$ cat config.mk
export PLATFORM = sky130hd
export DESIGN_NAME = spa_ctrl
export DESIGN_NICKNAME = d
export VERILOG_FILES = /design/src/sv/spa_pkg.sv /design/src/sv/spa_ctrl.sv
export SDC_FILE = /design/constraint.sdc
export NUM_CORES = 1
export LEC_CHECK = 0
export BUFFER_PORTS_ARGS = -buffer_cell sky130_fd_sc_hd__buf_2
export CORE_AREA = 2 2 39 41
export CTS_BUF_LIST = sky130_fd_sc_hd__clkbuf_16
export DETAILED_ROUTE_END_ITERATION = 12
export DIE_AREA = 0 0 41 43
export GPL_TIMING_DRIVEN = 1
export MAX_ROUTING_LAYER = met4
export PLACE_DENSITY_LB_ADDON = 0.12
export SLEW_MARGIN = 20
export SYNTH_ARGS = -nofsm -noshare
export SYNTH_HDL_FRONTEND = slang
export SYNTH_SLANG_ARGS = --single-unit
$ cat constraint.sdc
create_clock -name aclk -period 1.85 [get_ports aclk]
set_input_delay 0.37 -clock aclk [delete_from_list [all_inputs] [get_ports aclk]]
set_output_delay 0.37 -clock aclk [all_outputs]
set_load 0.005 [all_outputs]
$ cat src/sv/spa_pkg.sv
`timescale 1ns / 1ps
// ----------------------------------------------------------------------------
// spa_pkg
// Shared constants, size-class tables and controller/datapath structs.
// ----------------------------------------------------------------------------
package spa_pkg;

    localparam int NUM_CLASSES  = 9;
    localparam int TOTAL_BLOCKS = 600;
    localparam int ADDR_BITS    = 48;
    localparam int REGION_BYTES = 243712;

    localparam int CLS_W  = 4;
    localparam int LINK_W = 9;
    localparam int BLK_W  = 10;
    localparam int OFF_W  = 18;
    localparam int SIZE_W = 16;
    localparam int MEM_W  = LINK_W + 1;

    // largest class: 4480 bytes = 35 * 128
    localparam int BIG_CLASS = 8;
    localparam int BIG_SHIFT = 7;
    localparam int BIG_MUL   = 35;
    localparam int BIG_RECIP = 235;
    localparam int BIG_RSH   = 13;

    typedef enum logic [2:0] {
        ST_ALLOCATED  = 3'd0,
        ST_FREED      = 3'd1,
        ST_NO_FIT     = 3'd2,
        ST_POOL_EMPTY = 3'd3,
        ST_IGNORED    = 3'd4,
        ST_MISALIGNED = 3'd5,
        ST_DOUBLE     = 3'd6
    } status_t;

    localparam logic OP_ALLOC = 1'b0;

    typedef struct packed {
        logic init_en;
        logic load;
        logic calc1;
        logic calc2;
        logic read;
        logic commit;
    } spa_cmd_t;

    typedef struct packed {
        logic init_done;
    } spa_stat_t;

    function automatic logic [12:0] class_size(input logic [CLS_W-1:0] c);
        logic [12:0] r;
        unique case (c)
            4'd0:    r = 13'd16;
            4'd1:    r = 13'd32;
            4'd2:    r = 13'd64;
            4'd3:    r = 13'd128;
            4'd4:    r = 13'd256;
            4'd5:    r = 13'd512;
            4'd6:    r = 13'd1024;
            4'd7:    r = 13'd2048;
            default: r = 13'd4480;
        endcase
        return r;
    endfunction

    function automatic logic [3:0] class_shift(input logic [CLS_W-1:0] c);
        return 4'(c + 4'd4);
    endfunction

    function automatic logic [LINK_W-1:0] class_count(input logic [CLS_W-1:0] c);
        logic [LINK_W-1:0] r;
        unique case (c)
            4'd0:    r = 9'd256;
            4'd1:    r = 9'd128;
            4'd2:    r = 9'd64;
            4'd3:    r = 9'd32;
            4'd4:    r = 9'd16;
            4'd5:    r = 9'd8;
            4'd6:    r = 9'd16;
            4'd7:    r = 9'd64;
            default: r = 9'd16;
        endcase
        return r;
    endfunction

    function automatic logic [OFF_W-1:0] pool_offset(input logic [CLS_W-1:0] c);
        logic [OFF_W-1:0] r;
        unique case (c)
            4'd0:    r = 18'd0;
            4'd1:    r = 18'd4096;
            4'd2:    r = 18'd8192;
            4'd3:    r = 18'd12288;
            4'd4:    r = 18'd16384;
            4'd5:    r = 18'd20480;
            4'd6:    r = 18'd24576;
            4'd7:    r = 18'd40960;
            default: r = 18'd172032;
        endcase
        return r;
    endfunction

    function automatic logic [BLK_W-1:0] pool_first(input logic [CLS_W-1:0] c);
        logic [BLK_W-1:0] r;
        unique case (c)
            4'd0:    r = 10'd0;
            4'd1:    r = 10'd256;
            4'd2:    r = 10'd384;
            4'd3:    r = 10'd448;
            4'd4:    r = 10'd480;
            4'd5:    r = 10'd496;
            4'd6:    r = 10'd504;
            4'd7:    r = 10'd520;
            default: r = 10'd584;
        endcase
        return r;
    endfunction

    function automatic logic [OFF_W-1:0] pool_end(input logic [CLS_W-1:0] c);
        logic [OFF_W-1:0] r;
        unique case (c)
            4'd0:    r = 18'd4096;
            4'd1:    r = 18'd8192;
            4'd2:    r = 18'd12288;
            4'd3:    r = 18'd16384;
            4'd4:    r = 18'd20480;
            4'd5:    r = 18'd24576;
            4'd6:    r = 18'd40960;
            4'd7:    r = 18'd172032;
            default: r = 18'd243712;
        endcase
        return r;
    endfunction

endpackage

$ cat src/sv/spa_ctrl.sv
`timescale 1ns / 1ps
// ----------------------------------------------------------------------------
// spa_ctrl
// Request sequencer: link memory set-up, request steps and result handshake.
// ----------------------------------------------------------------------------
module spa_ctrl
    import spa_pkg::*;
(
    input  logic      aclk,
    input  logic      aresetn,
    input  logic      s_valid,
    output logic      s_ready,
    output logic      m_valid,
    input  logic      m_ready,
    input  spa_stat_t stat,
    output spa_cmd_t  cmd
);

    typedef enum logic [2:0] {
        S_INIT, S_IDLE, S_CALC1, S_CALC2, S_READ, S_EXEC
    } state_t;

    state_t state_reg;
    logic   s_ready_reg;
    logic   m_valid_reg;
    logic   out_free;

    assign out_free = !m_valid_reg || m_ready;
    assign s_ready  = s_ready_reg;
    assign m_valid  = m_valid_reg;

    always_comb begin
        cmd         = '0;
        cmd.init_en = (state_reg == S_INIT);
        cmd.load    = (state_reg == S_IDLE) && s_valid && s_ready_reg;
        cmd.calc1   = (state_reg == S_CALC1);
        cmd.calc2   = (state_reg == S_CALC2);
        cmd.read    = (state_reg == S_READ);
        cmd.commit  = (state_reg == S_EXEC) && out_free;
    end

    always_ff @(posedge aclk) begin
        if (!aresetn) begin
            state_reg   <= S_INIT;
            s_ready_reg <= 1'b0;
            m_valid_reg <= 1'b0;
        end else begin
            if (m_ready) begin
                m_valid_reg <= 1'b0;
            end
            unique case (state_reg)
                S_INIT: begin
                    if (stat.init_done) begin
                        state_reg   <= S_IDLE;
                        s_ready_reg <= 1'b1;
                    end
                end
                S_IDLE: begin
                    if (s_valid && s_ready_reg) begin
                        state_reg   <= S_CALC1;
                        s_ready_reg <= 1'b0;
                    end
                end
                S_CALC1: state_reg <= S_CALC2;
                S_CALC2: state_reg <= S_READ;
                S_READ:  state_reg <= S_EXEC;
                S_EXEC: begin
                    if (out_free) begin
                        m_valid_reg <= 1'b1;
                        s_ready_reg <= 1'b1;
                        state_reg   <= S_IDLE;
                    end
                end
                default: state_reg <= S_INIT;
            endcase
        end
    end

endmodule

After elaboration in Yosys (flattened, before gate mapping). Cells that the tools add are included.

Register bits after elaboration: 5. Input bits: 5. Output and inout port bits: 8. Logic and storage cells: 32.

Eq/ne operators: 8. Multiplexer cells: 11. Reduce and logical (&&, ||, !) cells: 10.

Operators with widths (number): case mux 3 bit (6 select lines) (1); 2-to-1 mux 3 bit (3); equality test 3 x 2 -> 1 bit, second input constant (2); equality test 3 bit, second input constant (2); 2-to-1 mux 1 bit (6); logical AND 1 bit (4); != test 2 bit, second input constant (2); AND reduction 4 bit (1); equality test 3 x 1 -> 1 bit, second input constant (1); zero test 3 bit (1); case mux 1 bit (3 select lines) (1); AND reduction 3 bit (1); nonzero test 3 bit (1); != test 2 x 1 -> 1 bit, second input constant (1); zero test 1 bit (1); logical OR 1 bit (1).

Longest topological paths before layout. Gate-level depths: netlist (run 1).

Word-level depth: 4. Mapped depth: 4. Gate-level depth less buffers: 3.

Worst setup path before layout (run 1). Ideal clock, no wire load.

Path type: register to output. Start point: register state_reg[0]. End point: output cmd[0] in the netlist's numbering. Arrival: 756 ps. Required time: 1480 ps. Slack: 724 ps. Cell stages (with the launch flop): 4. Path buffers: 1. Cell sequence: dfxtp_1 > buf_6 > nor2b_2 > and3_1.

RTL lines: start, declared (RTL line spa_ctrl.sv:23) `state_t state_reg;`; start signal, assigned (RTL line spa_ctrl.sv:44) `state_reg <= S_INIT;`; start signal, assigned (RTL line spa_ctrl.sv:54) `state_reg <= S_IDLE;`; start signal, assigned (RTL line spa_ctrl.sv:60) `state_reg <= S_CALC1;`; end, declared (RTL line spa_ctrl.sv:16) `output spa_cmd_t cmd`.

==> results.py, run 1 <==
metrics = {
    "cts": {
        "tritoncts": "built",
        "cts.htree.levels": 1,
        "clock_tree.buffer_depth": 2,
        "post_cts_resized": 0,
        "path_clk_slew_ps": 30,
        "post-cts-setup-buffers": 0,
        "hold_buffers": 0,
        "cts-root-buf": "sky130_fd_sc_hd__clkbuf_16",
        "worstSkewPairLatency_ps": 230,
        "tritoncts.num_buffers": 3,
        "clock_sink_count": 5,
    },
    "critical_path": {
        "rr_startpoint": "state_reg[0]$_SDFFE_PN0P_",
        "critPathMaxFanout": 10,
        "r2r_end": "m_valid$_SDFF_PN0_",
        "critical_path_capture_point_type": "output pin",
        "timing.reg2reg.setup_slack_ps": 760,
        "crit_start": "state_reg[0]$_SDFFE_PN0P_",
        "worst_setup_path_endpoint": "cmd[0]",
        "startpoint_type_of_the_worst_setup_path": "flip-flop",
        "crit_path_cell_trace": "nor2b_2 -> and3_1 -> buf_2",
        "critPathMaxStageDelay_ps": 540,
        "critical_path_required_ps": 1480,
        "cp_data_arrival_time_ps": 1290,
        "critPathKind": "flip-flop to output pin",
        "timing.reg2reg.worst_path_depth": 3,
        "slowest_stage": "sky130_fd_sc_hd__dfxtp_1",
    },
    "detailed_routing": {
        "route.vias.total": 291,
        "wl_met3_um": 63,
        "detail_route.vias_per_cell": 4.547,
        "drtPass1Iterations": 3,
        "drt_iter0_drcs": 3,
        "route.final.wire_length_um": 706,
        "ant_nets": 0,
        "met2RoutedLength_um": 281,
        "top_signal_layer_used": "met4",
        "route.layer.met1.wl_um": 339,
        "drcViolationCount": 0,
        "routedWlPerCell_um": 11.03,
    },
    "timing": {
        "finalSetupViolCount": 0,
        "max-slew-margin-rel_pct": 74.24,
        "fin_skew_ps": 1.256,
        "least_margin_pin_slew_ps": 385.9,
        "report.final.hold_viol_count": 0,
        "fin_hold_ws_ps": 372.0,
        "totalNegativeSetupSlack_ps": 0,
        "final_min_period_over_clock_period_pct": 89.95,
        "final_period_minus_worst_setup_slack_ps": 1664,
        "setup_repair_after_global_routing_missed_its_margin": "no",
        "report.final.slew_viol_count": 0,
        "max_clock_freq_mhz": 600.9,
    },
    "global_route": {
        "grt_pass1_wl_um": 1179,
        "grt-ovfl-total": 0,
        "grt_usage_pct": 10.40,
        "antenna_found_initial": 0,
        "grt_start_max_net_pins": 11,
        "first_global_vias": 276,
    },
    "yosys": {
        "synth_adder_area_share_pct": 0,
        "synth.avg_cell_area_um2": 9.090,
        "muxShareOfSynthArea_pct": 0,
        "seq_area_frac_synth_pct": 32.39,
        "synth_top_family_by_area": "simple AND/OR/NAND/NOR gates",
        "synthSimpleGateAreaFrac_pct": 40.08,
        "synthesis.area_um2": 309.0,
        "syn-num-nets": 39,
        "synth_seq_cells": 5,
        "synth_compound_gate_area_share_pct": 19.03,
        "ys_warn_count": 0,
        "synth.lib_cells_used.distinct": 20,
        "post_synth_inst_count": 34,
        "share_of_the_synthesized_netlist_area_taken_by_xor_and_xnor_gates_pct": 0,
    },
    "floorplan": {
        "floorplan.core_area_um2": 1384,
        "initial_core_util_pct": 22.33,
        "die_y_um": 43,
        "floorplan.die.width_um": 41,
        "fp-row-count": 14,
        "io-pin-count": 13,
        "die-area_um2": 1763,
    },
    "final_layout": {
        "nFillCells": 157,
        "layout-area-overhead-vs-synth_pct": 44.13,
        "antenna_cells_inserted": 0,
        "top_library_cells_by_usage_in_the_layout_fill_and_taps_aside": "12 x sky130_fd_sc_hd__buf_2, 5 x sky130_fd_sc_hd__nand2_1, 5 x sky130_fd_sc_hd__dfxtp_1",
        "post_route_cells_drive_above_1_share_pct": 47.92,
        "final_common_cell": "sky130_fd_sc_hd__buf_2",
        "largest_register_ffs": 3,
        "num-nets-final": 54,
        "post_layout_nonfiller_instances": 64,
    },
    "outcome": {
        "outcome": "completed",
    },
    "power_and_ir_drop": {
        "irDropWorstVdd_mv": 0.4500,
        "finalPower_mw": 0.5265,
        "power.density_nw_per_um2": 1182,
        "static-leakage-power_nw": 0.2174,
    },
    "placement": {
        "gpl.final_weighted_congestion": 0.6424,
        "detailed_place_hpwl_um": 523.5,
        "numPlacedInstances": 60,
        "port-buffer-count": 12,
    },
    "flow_run": {
        "timing.max_cap.violations": 0,
    },
    "hold_path": {
        "hp-class": "input port to flip-flop",
    },
}
worst min-delay path by stage:
stage | from | to | slack (ps) | cells after the start
3_3_place_gp | m_valid$_SDFF_PN0_ | m_valid$_SDFF_PN0_ | 500 | 2
3_5_place_dp | m_valid$_SDFF_PN0_ | m_valid$_SDFF_PN0_ | 520 | 2
5_1_grt | aresetn | state_reg[2]$_SDFFE_PN0P_ | 390 | 2
6_report | aresetn | state_reg[2]$_SDFFE_PN0P_ | 370 | 2
2_1_floorplan | aresetn | state_reg[2]$_SDFFE_PN0P_ | 490 | 1
4_1_cts | aresetn | state_reg[2]$_SDFFE_PN0P_ | 370 | 2
Yosys cell counts:
| master | number | area (um2) |
|---|---|---|
| sky130_fd_sc_hd__a211oi_1 | 1 | 7.510 |
| sky130_fd_sc_hd__a21oi_1 | 2 | 10.01 |
| sky130_fd_sc_hd__a31oi_1 | 2 | 12.51 |
| sky130_fd_sc_hd__and2_2 | 1 | 7.510 |
| sky130_fd_sc_hd__and3_1 | 1 | 6.260 |
| sky130_fd_sc_hd__buf_6 | 2 | 22.52 |
| sky130_fd_sc_hd__dfxtp_1 | 5 | 100.1 |
| sky130_fd_sc_hd__inv_1 | 1 | 3.750 |
| sky130_fd_sc_hd__nand2_1 | 5 | 18.77 |
| sky130_fd_sc_hd__nand2b_1 | 2 | 12.51 |
| sky130_fd_sc_hd__nand2b_2 | 1 | 8.760 |
| sky130_fd_sc_hd__nand4b_4 | 1 | 23.77 |
| sky130_fd_sc_hd__nor2_1 | 2 | 7.510 |
| sky130_fd_sc_hd__nor2_2 | 2 | 12.51 |
| sky130_fd_sc_hd__nor2b_2 | 1 | 8.760 |
| sky130_fd_sc_hd__nor3_1 | 1 | 5.000 |
| sky130_fd_sc_hd__nor3b_2 | 1 | 12.51 |
| sky130_fd_sc_hd__o21a_1 | 1 | 7.510 |
| sky130_fd_sc_hd__o21ai_0 | 1 | 5.000 |
| sky130_fd_sc_hd__o32ai_2 | 1 | 16.27 |
metal layers:
layer | vias up | track usage [%]
met1 | 130 | 12.90
met2 | 12 | 13.44
li1 | 147 | -
met3 | 2 | 4.712
met5 | - | -
met4 | 0 | 6.000
critical path, delay by kind of cell, from the launching register on:
family,cells,cell delay [ps]
and+or+nand+nor,2,420
DFF,1,540
buffers and inverters,1,100
through the flow:
step	cell area [um2]	setup slack, ps	util (%)
2_1_floorplan	309.0	724.4	-
3_3_place_gp	366.6	478.2	26.49
3_5_place_dp	366.6	431.7	26.49
4_1_cts	445.4	185.2	32.19
5_1_grt	445.4	81.63	32.19
6_report	445.4	185.9	32.19
power by group:
group | internal [mW] | leakage [nW] | switching (mW)
Sequential | 0.115 | 0.0409 | 0.0148
Combinational | 0.0232 | 0.134 | 0.0181
Clock | 0.280 | 0.0423 | 0.0750
layout make-up:
cell class | instances | area [um2] | area share (%)
flip-flops and latches | 5 | 100.1 | 22.47
clock buffers | 3 | 75.07 | 16.85
clock inverters | 1 | 3.754 | 0.8427
multi-input cells | 26 | 182.7 | 41.01
well taps | 16 | 20.02 | 4.494
repair buffers | 12 | 60.06 | 13.48
inverters | 1 | 3.754 | 0.8427
cell families after synthesis:
logic type | Yosys count
AND/OR/NAND/NOR | 18
buffers and inverters | 3
AO/OA/AOI/OAI | 8
flip-flops | 5
Power figures use the tool's default switching activity.
==> inputs of run 2 (changes only) <==
--- a/config.mk
+++ b/config.mk
@@ -5,11 +5,12 @@
 export SDC_FILE = /design/constraint.sdc
 export NUM_CORES = 1
 export LEC_CHECK = 0
-export BUFFER_PORTS_ARGS = -buffer_cell sky130_fd_sc_hd__buf_2
+export BUFFER_PORTS_ARGS = -buffer_cell sky130_fd_sc_hd__buf_4
 export CORE_AREA = 2 2 39 41
 export CTS_BUF_LIST = sky130_fd_sc_hd__clkbuf_16
 export DETAILED_ROUTE_END_ITERATION = 12
 export DIE_AREA = 0 0 41 43
+export GPL_ROUTABILITY_DRIVEN = 0
 export GPL_TIMING_DRIVEN = 1
 export MAX_ROUTING_LAYER = met4
 export PLACE_DENSITY_LB_ADDON = 0.12
==> constraint.sdc (replaced) <==
create_clock -name aclk -period 1.65 [get_ports aclk]
set_input_delay 0.33 -clock aclk [delete_from_list [all_inputs] [get_ports aclk]]
set_output_delay 0.33 -clock aclk [all_outputs]
set_load 0.005 [all_outputs]
==> results.py, run 2 (same netlist as run 1, synthesis figures left out) <==
metrics = {
    "placement": {
        "detailed_place_hpwl_um": 564.8,
        "detailed_place.area_um2": 404.1,
        "port-buffer-count": 12,
    },
    "final_layout": {
        "layout-area-overhead-vs-synth_pct": 56.68,
        "post_route_cells_drive_above_1_share_pct": 51.02,
        "num-nets-final": 55,
        "final_design_instance_area_without_fill_um2": 484.2,
        "final_common_cell": "sky130_fd_sc_hd__buf_4",
        "largest_register_ffs": 3,
        "top_library_cells_by_usage_in_the_layout_fill_and_taps_aside": "13 x sky130_fd_sc_hd__buf_4, 5 x sky130_fd_sc_hd__nand2_1, 4 x sky130_fd_sc_hd__dfxtp_1",
        "antenna_cells_inserted": 0,
    },
    "critical_path": {
        "slowest_stage": "sky130_fd_sc_hd__dfxtp_2",
        "critical-path-top-delay-family": "flip-flops",
        "path_buf_inv": 1,
        "critPathMaxStageDelay_ps": 430,
        "crit_path_cell_trace": "nor2b_2 -> and3_1 -> buf_4",
        "critical_path_required_ps": 1320,
        "critical_path_capture_point_type": "output pin",
        "critPathMaxFanout": 10,
        "startpoint_type_of_the_worst_setup_path": "flip-flop",
        "critPathKind": "flip-flop to output pin",
        "cp_data_arrival_time_ps": 1130,
    },
    "outcome": {
        "outcome": "completed",
    },
    "cts": {
        "cts.htree.levels": 1,
        "cts-root-buf": "sky130_fd_sc_hd__clkbuf_16",
        "tritoncts.num_buffers": 3,
        "clock_sink_count": 5,
        "tritoncts": "built",
        "path_clk_slew_ps": 30,
        "worstSkewPairLatency_ps": 230,
        "hold_buffers": 0,
        "clock_tree.buffer_depth": 2,
    },
    "timing": {
        "setup_repair_after_global_routing_missed_its_margin": "no",
        "final_min_period_over_clock_period_pct": 88.72,
        "max-slew-margin-rel_pct": 78.78,
        "final_period_minus_worst_setup_slack_ps": 1464,
        "report.final.slew_viol_count": 0,
        "report.final.hold_viol_count": 0,
        "max_clock_freq_mhz": 683.1,
        "least_margin_pin_slew_ps": 317.9,
        "fin_hold_ws_ps": 321.0,
        "finalSetupViolCount": 0,
        "fin_skew_ps": 0.5616,
        "totalNegativeSetupSlack_ps": 0,
    },
    "hold_path": {
        "hp-class": "input port to flip-flop",
    },
    "floorplan": {
        "fp-row-count": 14,
        "die-area_um2": 1763,
        "initial_core_util_pct": 22.33,
        "die_y_um": 43,
        "floorplan.die.width_um": 41,
        "io-pin-count": 13,
        "floorplan.core_area_um2": 1384,
    },
    "detailed_routing": {
        "route.final.wire_length_um": 739,
        "ant_nets": 0,
        "drtPass1Iterations": 3,
        "detail_route.vias_per_cell": 4.523,
        "drt_iter0_drcs": 2,
        "route.vias.total": 294,
        "routedWlPerCell_um": 11.37,
        "drcViolationCount": 0,
    },
    "global_route": {
        "grt_start_max_net_pins": 11,
        "first_global_vias": 299,
        "antenna_found_initial": 0,
        "grt_usage_pct": 11.72,
        "grt-ovfl-total": 0,
        "grt_pass1_wl_um": 1269,
    },
    "power_and_ir_drop": {
        "static-leakage-power_nw": 0.2277,
        "irDropWorstVdd_mv": 0.5173,
        "power.density_nw_per_um2": 1229,
    },
    "flow_run": {
        "timing.max_cap.violations": 0,
    },
}
[run 2: changes by cell type in the layout (fill, tap and decap cells not counted), sizes merged]
cell / delta
buf: +1
[run 2: repair_timing]
action,CTS,global route
buffers inserted,0,0
resized for setup,0,1
setup endpoints to repair,0,1
[run 2: final timing paths]
| kind | start | to | slack (ps) | cells after the start |
|---|---|---|---|---|
| max | state_reg[0]$_SDFFE_PN0P_ | cmd[0] | 190 | 3 |
| min | aresetn | state_reg[2]$_SDFFE_PN0P_ | 320 | 2 |
| max reg2reg | state_reg[2]$_SDFFE_PN0P_ | s_ready$_SDFFE_PN0P_ | 560 | 4 |
| min reg2reg | m_valid$_SDFF_PN0_ | m_valid$_SDFF_PN0_ | 510 | 2 |
[run 2: layout make-up]
cell class	count	area, um2
clock inverters	1	3.754
flip-flops and latches	5	101.3
inverters	1	3.754
well taps	16	20.02
clock buffers	3	75.07
multi-input cells	26	182.7
repair buffers	13	97.59
fillers	151	899.6
[run 2: stage by stage]
step / power, mW / instances / util (%) / setup WS [ps]
after floorplan: 0.1791 / 34 / - / 564.4
after global placement: 0.2015 / 61 / 29.20 / 309.8
after detailed placement: 0.2028 / 61 / 29.20 / 278.2
after CTS: 0.6045 / 65 / 34.90 / 35.43
after global routing: 0.6233 / 65 / 34.99 / 105.3
final: 0.5950 / 65 / 34.99 / 186.1
[run 2: power by group]
part	total (mW)	internal [mW]	switching (mW)
combinational	0.0546	0.0334	0.0212
sequential	0.146	0.130	0.0165
clock	0.394	0.314	0.0803
[run 2: metal layers]
layer	GRT usage [%]	up-vias	share of wire [%]
met2	14.06	11	43
met4	10.00	0	3.2
met5	-	-	0
met3	6.283	4	9.1
met1	13.46	128	45
li1	-	151	-
